<file path="src/spe_pkg.sv">
// Package for the sparse polynomial evaluator/differentiator.
// Mode and status codes, fixed-point helpers. No dependencies.
package spe_pkg;
  localparam logic [1:0] MODE_CLEAR  = 2'd0;
  localparam logic [1:0] MODE_ADD    = 2'd1;
  localparam logic [1:0] MODE_EVAL   = 2'd2;
  localparam logic [1:0] MODE_DERIVE = 2'd3;

  localparam logic [1:0] ST_OK       = 2'd0;
  localparam logic [1:0] ST_FULL     = 2'd1;
  localparam logic [1:0] ST_BAD_VAR  = 2'd2;

  localparam logic signed [31:0] Q_ONE = 32'sh0001_0000;
  localparam logic signed [31:0] S32_MAX = 32'sh7FFF_FFFF;
  localparam logic signed [31:0] S32_MIN = 32'sh8000_0000;

  typedef struct packed {
    logic signed [31:0] val;
    logic               ovf;
  } sat_t;

  // saturate a 64-bit signed value to 32 bits
  function automatic sat_t sat64(input logic signed [63:0] v);
    sat_t r;
    r.ovf = 1'b0;
    r.val = v[31:0];
    if (v > 64'sh0000_0000_7FFF_FFFF) begin
      r.val = S32_MAX;
      r.ovf = 1'b1;
    end else if (v < -64'sh0000_0000_8000_0000) begin
      r.val = S32_MIN;
      r.ovf = 1'b1;
    end
    return r;
  endfunction
endpackage

</file>
<file path="src/spe_ram.sv">
// Generic single-port-write, single-read RAM with registered read.
// No dependencies.
module spe_ram #(
  parameter int WIDTH = 32,
  parameter int DEPTH = 16
) (
  input  logic                     clk,
  input  logic                     we,
  input  logic [$clog2(DEPTH)-1:0] waddr,
  input  logic [WIDTH-1:0]         wdata,
  input  logic [$clog2(DEPTH)-1:0] raddr,
  output logic [WIDTH-1:0]         rdata
);
  logic [WIDTH-1:0] mem [DEPTH];

  always_ff @(posedge clk) begin
    if (we) begin
      mem[waddr] <= wdata;
    end
    rdata <= mem[raddr];
  end
endmodule

</file>
<file path="src/sparse_poly_eval_derive_top.sv">
// Top level of the sparse polynomial evaluator/differentiator.
// Uses spe_pkg and spe_ram (coefficient and power tables).
//
//  channel | ports                           | direction
//  cfg     | cfg_valid/ready, cfg_data       | in  (num_variables)
//  in      | in_valid/ready, mode..derive_var| in  (request)
//  out     | out_valid/ready, value..status  | out (result)
//
// Clear and add: the result is registered through S_DONE. Evaluate: per term a table
// read and accumulate (S_ERD, S_EWAIT, S_ECOEF), an S_EPOW/S_EACC pair per power step
// and an S_EPOW/S_EPROD pair per variable, all through the single shared 32x32 multiplier.
// Derive: per term S_DRD, S_DWAIT and S_DWR scale and compact through the memory ports.
// Reset clears control only; the tables need no clearing. A new request is taken
// once the block is idle and the result register is free.
module sparse_poly_eval_derive_top
  import spe_pkg::*;
#(
  parameter int MAX_TERMS = 16,
  parameter int MAX_VARS  = 4
) (
  input  logic               clk,
  input  logic               rst_n,
  input  logic               cfg_valid,
  output logic               cfg_ready,
  input  logic [2:0]         cfg_data,
  input  logic               in_valid,
  output logic               in_ready,
  input  logic [1:0]         in_mode,
  input  logic signed [31:0] in_coefficient,
  input  logic [3:0]         in_power_0,
  input  logic [3:0]         in_power_1,
  input  logic [3:0]         in_power_2,
  input  logic [3:0]         in_power_3,
  input  logic signed [31:0] in_coord_0,
  input  logic signed [31:0] in_coord_1,
  input  logic signed [31:0] in_coord_2,
  input  logic signed [31:0] in_coord_3,
  input  logic [1:0]         in_derive_var,
  output logic               out_valid,
  input  logic               out_ready,
  output logic signed [31:0] out_value,
  output logic [4:0]         out_term_count,
  output logic               out_overflow,
  output logic [1:0]         out_status
);
  localparam int AW = (MAX_TERMS > 1) ? $clog2(MAX_TERMS) : 1;
  localparam int CW = $clog2(MAX_TERMS + 1);
  localparam int VW = (MAX_VARS > 1) ? $clog2(MAX_VARS) : 1;

  localparam logic [3:0] S_IDLE  = 4'd0;
  localparam logic [3:0] S_ERD   = 4'd1;  // eval: issue read
  localparam logic [3:0] S_EWAIT = 4'd2;  // eval: data arrives
  localparam logic [3:0] S_EPOW  = 4'd3;  // pw *= x
  localparam logic [3:0] S_EPROD = 4'd4;  // prod *= pw
  localparam logic [3:0] S_ECOEF = 4'd5;  // c * prod, accumulate
  localparam logic [3:0] S_DRD   = 4'd6;
  localparam logic [3:0] S_DWAIT = 4'd7;
  localparam logic [3:0] S_DWR   = 4'd8;
  localparam logic [3:0] S_DONE  = 4'd9;
  localparam logic [3:0] S_EACC  = 4'd10;

  logic [3:0]         state_r, state_nxt;
  logic [2:0]         nvar_r;
  logic [CW-1:0]      used_r, used_nxt;
  logic [CW-1:0]      t_r, t_nxt;
  logic [CW-1:0]      w_r, w_nxt;
  logic [VW-1:0]      v_r, v_nxt;
  logic [3:0]         k_r, k_nxt;
  logic [1:0]         dv_r;
  logic signed [31:0] x_r [4];
  logic signed [31:0] pw_r, pw_nxt, prod_r, prod_nxt, acc_r, acc_nxt;
  logic signed [31:0] coef_r, coef_nxt;
  logic [15:0]        pwt_r, pwt_nxt;
  logic signed [63:0] mul_r;
  logic               ovf_r, ovf_nxt;
  logic [1:0]         stat_r, stat_nxt;
  logic               ov_r, ov_nxt;
  logic signed [31:0] oval_r, oval_nxt;
  logic [4:0]         ocnt_r, ocnt_nxt;
  logic               oovf_r, oovf_nxt;
  logic [1:0]         ost_r, ost_nxt;

  logic               we;
  logic [AW-1:0]      waddr, raddr;
  logic [31:0]        c_wdata, c_rdata;
  logic [15:0]        p_wdata, p_rdata;

  logic [2:0]         nv_eff;
  logic signed [31:0] ma, mb;
  logic signed [63:0] mq;
  sat_t               s_mul, s_sum, s_scl;
  logic [3:0]         p_cur;

  spe_ram #(.WIDTH(32), .DEPTH(MAX_TERMS)) u_coef (
    .clk, .we, .waddr, .wdata(c_wdata), .raddr, .rdata(c_rdata));
  spe_ram #(.WIDTH(16), .DEPTH(MAX_TERMS)) u_pow (
    .clk, .we, .waddr, .wdata(p_wdata), .raddr, .rdata(p_rdata));

  assign cfg_ready = (state_r == S_IDLE);
  assign in_ready  = (state_r == S_IDLE) && !ov_r;
  assign out_valid = ov_r;
  assign out_value = oval_r;
  assign out_term_count = ocnt_r;
  assign out_overflow = oovf_r;
  assign out_status = ost_r;

  always_comb begin
    nv_eff = (nvar_r == 3'd0) ? 3'd1 : nvar_r;
    if (nv_eff > 3'(MAX_VARS)) nv_eff = 3'(MAX_VARS);
  end

  // floor(mul/65536) is an arithmetic shift
  always_comb begin
    mq = mul_r >>> 16;
    s_mul = sat64(mq);
    s_sum = sat64(64'(acc_r) + 64'(s_mul.val));
    s_scl = sat64(mul_r);
  end

  always_comb begin
    p_cur = pwt_r[{v_r, 2'b00} +: 4];
  end

  always_ff @(posedge clk) begin
    mul_r <= 64'(ma) * 64'(mb);
  end

  always_comb begin
    state_nxt = state_r;
    used_nxt = used_r;
    t_nxt = t_r;
    w_nxt = w_r;
    v_nxt = v_r;
    k_nxt = k_r;
    pw_nxt = pw_r;
    prod_nxt = prod_r;
    acc_nxt = acc_r;
    coef_nxt = coef_r;
    pwt_nxt = pwt_r;
    ovf_nxt = ovf_r;
    stat_nxt = stat_r;
    ov_nxt = ov_r;
    oval_nxt = oval_r;
    ocnt_nxt = ocnt_r;
    oovf_nxt = oovf_r;
    ost_nxt = ost_r;
    we = 1'b0;
    waddr = w_r[AW-1:0];
    c_wdata = coef_r;
    p_wdata = pwt_r;
    raddr = t_r[AW-1:0];
    ma = pw_r;
    mb = x_r[v_r];
    if (ov_r && out_ready) ov_nxt = 1'b0;
    case (state_r)
      S_IDLE: begin
        if (in_valid && in_ready) begin
          t_nxt = '0;
          w_nxt = '0;
          acc_nxt = '0;
          ovf_nxt = 1'b0;
          stat_nxt = ST_OK;
          state_nxt = S_DONE;
          case (in_mode)
            MODE_CLEAR: used_nxt = '0;
            MODE_ADD: begin
              if (used_r >= CW'(MAX_TERMS)) begin
                stat_nxt = ST_FULL;
              end else begin
                we = 1'b1;
                waddr = used_r[AW-1:0];
                c_wdata = in_coefficient;
                p_wdata = {in_power_3, in_power_2, in_power_1, in_power_0};
                used_nxt = used_r + 1'b1;
              end
            end
            MODE_EVAL: state_nxt = S_ERD;
            default: begin
              if ({1'b0, in_derive_var} >= nv_eff) stat_nxt = ST_BAD_VAR;
              else state_nxt = S_DRD;
            end
          endcase
        end
      end
      S_ERD: begin
        if (t_r == used_r) state_nxt = S_DONE;
        else state_nxt = S_EWAIT;
      end
      S_EWAIT: begin
        coef_nxt = c_rdata;
        pwt_nxt = p_rdata;
        v_nxt = '0;
        k_nxt = '0;
        pw_nxt = Q_ONE;
        prod_nxt = Q_ONE;
        state_nxt = S_EPOW;
      end
      S_EPOW: begin
        // multiplier fed pw*x this cycle when k < p
        if (k_r < p_cur) begin
          state_nxt = S_EACC;
        end else begin
          ma = prod_r;
          mb = pw_r;
          state_nxt = S_EPROD;
        end
      end
      S_EACC: begin
        pw_nxt = s_mul.val;
        ovf_nxt = ovf_r | s_mul.ovf;
        k_nxt = k_r + 1'b1;
        state_nxt = S_EPOW;
      end
      S_EPROD: begin
        prod_nxt = s_mul.val;
        ovf_nxt = ovf_r | s_mul.ovf;
        pw_nxt = Q_ONE;
        k_nxt = '0;
        if (3'(v_r) + 3'd1 >= nv_eff) begin
          ma = coef_r;
          mb = s_mul.val;
          state_nxt = S_ECOEF;
        end else begin
          v_nxt = v_r + 1'b1;
          state_nxt = S_EPOW;
        end
      end
      S_ECOEF: begin
        acc_nxt = s_sum.val;
        ovf_nxt = ovf_r | s_mul.ovf | s_sum.ovf;
        t_nxt = t_r + 1'b1;
        state_nxt = S_ERD;
      end
      S_DRD: begin
        if (t_r == used_r) begin
          used_nxt = w_r;
          state_nxt = S_DONE;
        end else begin
          state_nxt = S_DWAIT;
        end
      end
      S_DWAIT: begin
        pwt_nxt = p_rdata;
        coef_nxt = c_rdata;
        ma = c_rdata;
        mb = 32'(p_rdata[{dv_r, 2'b00} +: 4]);
        state_nxt = S_DWR;
      end
      S_DWR: begin
        // write index w <= t, so reads ahead are never clobbered
        t_nxt = t_r + 1'b1;
        state_nxt = S_DRD;
        if (pwt_r[{dv_r, 2'b00} +: 4] != 4'd0) begin
          ovf_nxt = ovf_r | s_scl.ovf;
          if (s_scl.val != 32'sd0) begin
            we = 1'b1;
            c_wdata = s_scl.val;
            p_wdata = pwt_r - (16'd1 << {dv_r, 2'b00});
            w_nxt = w_r + 1'b1;
          end
        end
      end
      S_DONE: begin
        if (!ov_r || out_ready) begin
          ov_nxt = 1'b1;
          oval_nxt = acc_r;
          ocnt_nxt = 5'(used_r);
          oovf_nxt = ovf_r;
          ost_nxt = stat_r;
          state_nxt = S_IDLE;
        end
      end
      default: state_nxt = S_IDLE;
    endcase
  end

  always_ff @(posedge clk) begin
    if (!rst_n) begin
      state_r <= S_IDLE;
      nvar_r <= 3'd1;
      used_r <= '0;
      ov_r <= 1'b0;
    end else begin
      state_r <= state_nxt;
      used_r <= used_nxt;
      ov_r <= ov_nxt;
      if (cfg_valid && cfg_ready) nvar_r <= cfg_data;
    end
  end

  always_ff @(posedge clk) begin
    t_r <= t_nxt;
    w_r <= w_nxt;
    v_r <= v_nxt;
    k_r <= k_nxt;
    pw_r <= pw_nxt;
    prod_r <= prod_nxt;
    acc_r <= acc_nxt;
    coef_r <= coef_nxt;
    pwt_r <= pwt_nxt;
    ovf_r <= ovf_nxt;
    stat_r <= stat_nxt;
    oval_r <= oval_nxt;
    ocnt_r <= ocnt_nxt;
    oovf_r <= oovf_nxt;
    ost_r <= ost_nxt;
    if (in_valid && in_ready) begin
      dv_r <= in_derive_var;
      x_r[0] <= in_coord_0;
      x_r[1] <= in_coord_1;
      x_r[2] <= in_coord_2;
      x_r[3] <= in_coord_3;
    end
  end

  a_used_max: assert property (@(posedge clk) disable iff (!rst_n)
    used_r <= CW'(MAX_TERMS)) else $error("term count above table size");
  a_compact: assert property (@(posedge clk) disable iff (!rst_n)
    (state_r == S_DWR) |-> (w_r <= t_r)) else $error("compaction overran read index");
  a_out_hold: assert property (@(posedge clk) disable iff (!rst_n)
    (out_valid && !out_ready) |=> (out_valid && $stable(out_value)))
    else $error("result dropped while stalled");
  a_busy: assert property (@(posedge clk) disable iff (!rst_n)
    (state_r != S_IDLE) |-> !in_ready) else $error("request taken while busy");
endmodule

</file>
<file path="config.mk">
export PLATFORM = sky130hd
export DESIGN_NAME = sparse_poly_eval_derive_top
export DESIGN_NICKNAME = d
export VERILOG_FILES = /design/src/spe_pkg.sv /design/src/spe_ram.sv /design/src/sparse_poly_eval_derive_top.sv
export SDC_FILE = /design/constraint.sdc
export NUM_CORES = 2
export LEC_CHECK = 0
export BUFFER_PORTS_ARGS = -buffer_cell sky130_fd_sc_hd__buf_2
export CAP_MARGIN = 10
export CORE_ASPECT_RATIO = 1.1
export CORE_MARGIN = 2
export CORE_UTILIZATION = 40
export CTS_CLUSTER_SIZE = 30
export DETAILED_ROUTE_END_ITERATION = 10
export PLACE_DENSITY_LB_ADDON = 0.25
export RECOVER_POWER = 25
export SKIP_LAST_GASP = 1
export SLEW_MARGIN = 20
export SYNTH_ARGS = -nofsm -noshare
export SYNTH_HDL_FRONTEND = slang
export SYNTH_SLANG_ARGS = --single-unit
</file>
<file path="constraint.sdc">
create_clock -name clk -period 13.9 [get_ports clk]
set_input_delay 2.78 -clock clk [delete_from_list [all_inputs] [get_ports clk]]
set_output_delay 2.78 -clock clk [all_outputs]
set_load 0.03 [all_outputs]
</file>
==> impl_metrics.py <==
metrics = {
    "worst_setup_path": {
        "cp_common_cell": "fa_1",
        "cp-start-kind": "flop",
        "critPathArrivalTime_ns": 13.56,
        "crit_fanout": 21,
        "timing.rr.end": "mul_r[60]",
        "worst-setup-path-type": "reg2reg",
        "slowest_stage": "nor4_1",
        "r2r_slack_ns": 1.02,
        "r2r_cells": 34,
        "regToRegStartpoint": "mul_r[63]",
        "max_stage_delay_ns": 1.19,
        "end_kind": "flop",
        "crit_required_ns": 14.58,
        "crit_path_end": "mul_r[60]",
        "worstSetupStartpoint": "mul_r[63]",
    },
    "sta": {
        "slew_headroom_pct": -165,
        "drv_slew": 517,
        "rsz0062_at_grt": "false",
        "final-hold-violation-count": 0,
        "period_needed_ns": 12.88,
        "period_share_pct": 92.7,
        "fmax_mhz": 77.6,
        "setup_violations": 0,
        "fin_tns_setup_ns": 0,
        "worst_slew_pin_slew_ns": 3.97,
        "skew_ns": 0.0401,
    },
    "route": {
        "drc": 0,
        "drtIter0Drc": 4762,
        "drt_pass1_iterations": 6,
        "wl_per_cell_um": 27.1,
        "drtAntennaViolNets": 0,
        "vias": 53434,
        "drt-vias-per-instance": 5.51,
        "routed_wl_mm": 263,
    },
    "clock_tree": {
        "cts_buffer_depth": 3,
        "cts_setup_buffers": 0,
        "holdBufCountCts": 0,
        "cts.htree.levels": 3,
        "cts_buffers": 110,
        "clkSinkCount": 1228,
        "cts_tree": "yes",
        "postCtsResizedCells": 0,
        "clkLatencyLatePin_ns": 0.75,
        "cts.clk_slew.worst_paths_ns": 0.06,
        "clockRootBuffer": "clkbuf_16",
    },
    "status": {
        "status": "complete, but fails checks",
        "violations": "max-capacitance violations, max-slew violations",
    },
    "die": {
        "core-area_um2": 211000,
        "ios": 231,
        "die-area_um2": 215000,
        "row_count": 177,
        "die_y_um": 486,
        "dieWidth_um": 442,
        "start_util_pct": 40.1,
    },
    "finish": {
        "areaGrowthSynthToFinish_pct": 9.64,
        "final_common_cell": "edfxtp_1",
        "layout_common_cells": "edfxtp_1 (1101), fa_1 (1082), inv_1 (1051), nor2_1 (751), nand2_1 (623)",
        "layout.nets": 8333,
        "nFillCells": 19300,
        "drive_above_1_share_pct": 13.0,
        "fin_cells": 9701,
    },
    "grt": {
        "gr-total-overflow": 0,
        "grt_pass1_wl_mm": 386,
        "grt_max_degree": 131,
        "grt_pass1_vias": 56153,
        "track_usage_pct": 24.6,
        "antenna_found_initial": 5,
    },
    "place": {
        "numPortBuffers": 230,
        "hpwlAfterDp_mm": 190,
        "dp.cells": 9486,
        "gp_congestion": 0.956,
    },
    "logic_synthesis": {
        "synth_edf_count": 1101,
        "synthFlopType": "edfxtp_1",
        "ys_seq_area_share_pct": 42.1,
        "synth_largest_area_cell": "edfxtp_1",
        "yosys.area.top_type_share_pct": 39.1,
        "synth-seq-cells": 1228,
        "syn-instance-count": 6680,
        "syn_nets": 8186,
        "syn_avg_cell_area_um2": 12.7,
        "syn_area_um2": 84600,
        "yosys-top-cells-area": "edfxtp_1 (39%), fa_1 (26%), mux4_2 (7.5%)",
        "synthArstFlopShare_pct": 0,
        "synth_cell_types": 78,
        "ys_warn_count": 0,
    },
    "flow_run": {
        "cap_violations": 12,
    },
    "min_path": {
        "hold_class": "reg2reg",
    },
}
==> kinds of logic (layout without fill, tap and decap cells) <==
logic type      count (synthesis)  count (layout)  share of synthesized area (%)
simple gates                 1679            1679                           8.25
buf+inv                      1394            1638                           6.50
fa+ha+maj                    1318            1318                           29.1
flops                        1228            1228                           42.1
compound gates                660             660                           5.32
mux                           285             285                           7.53
xor+xnor                      116             116                           1.20
other cells                     0               3                              0
==> per-layer routing <==
metal / share of wire [%] / global-route usage, % / up-vias
li1: - / - / 22596
met1: 38 / 31.1 / 28213
met2: 49 / 41.0 / 2177
met3: 6.9 / 3.55 / 448
met4: 6.0 / 12.9 / 0
met5: 0 / 0 / -
==> stage by stage <==
step	setup WS (ns)	cell area, um^2	utilization, %	hold slack [ns]
after global placement	1.79	89100	42.3	0.410
after CTS	1.63	92800	44.0	0.420
after floorplan	3.76	84600	-	0.400
after detailed placement	1.69	89100	42.3	0.406
after global routing	0.782	92800	44.0	0.424
final	1.02	92800	44.0	0.418
==> sequential cells by signal, indices dropped and copies added, names as in the netlist, 64 cells and up, named ones only <==
name,flops
u_coef.mem,512
x_r,128
u_pow.mem,256
mul_r,64
==> worst min path at each step <==
stage | start | end | slack, ns | cells past startpoint
floorplan | stat_r[0] | out_status[0] | 0.40 | 0
global placement | u_pow.rdata[10] | pwt_r[10] | 0.41 | 0
CTS | stat_r[1] | out_status[1] | 0.42 | 0
global route | stat_r[1] | out_status[1] | 0.42 | 0
finish | stat_r[1] | out_status[1] | 0.42 | 0
detailed placement | stat_r[1] | out_status[1] | 0.41 | 0
==> cell usage after synthesis, types with 9 or more instances <==
library cell and count:
inv_1 1052, edfxtp_1 1101, o21a_1 20, a222oi_1 20, a21o_1 67, fa_1 1083
nand4_1 22, xnor2_1 73, a211oi_1 16, ha_1 235, and2_1 57, nor2_1 768
mux4_2 281, a21oi_1 210, nor3b_1 9, a31oi_1 15, o211ai_1 17, o21bai_1 14
o21ai_0 99, a221oi_1 39, nor2b_1 19, nor3_1 28, buf_4 16, nand2b_1 41
o21ai_1 10, clkbuf_1 177, buf_6 9, nand3_1 36, and3_1 11, nor4_1 22
buf_1 25, a221o_1 58, xor2_1 43, buf_2 111, or2_2 11, nand2_1 625
dfxtp_1 127
==> area by class of cell <==
type / count / area (um^2) / share of cell area, %
Timing Repair Buffer: 375 / 2210 / 2.38
Inverter: 1054 / 3960 / 4.27
Multi-Input combinational cell: 4058 / 43900 / 47.3
Antenna cell: 3 / 7.51 / 0.00809
Clock inverter: 70 / 663 / 0.715
Tap cell: 2774 / 3470 / 3.74
Clock buffer: 139 / 2990 / 3.22
Sequential cell: 1228 / 35600 / 38.4
==> critical path: cells and delay by family (launching register included) <==
family          cells  cell delay [ns]
fa+ha+maj           9             4.38
compound gates     10             3.73
buf+inv             7             1.36
flops               1             0.56
simple gates        8             2.75
Power is not shown: default switching activity piles up to over one toggle a cycle in this logic, so the estimate is an artifact.
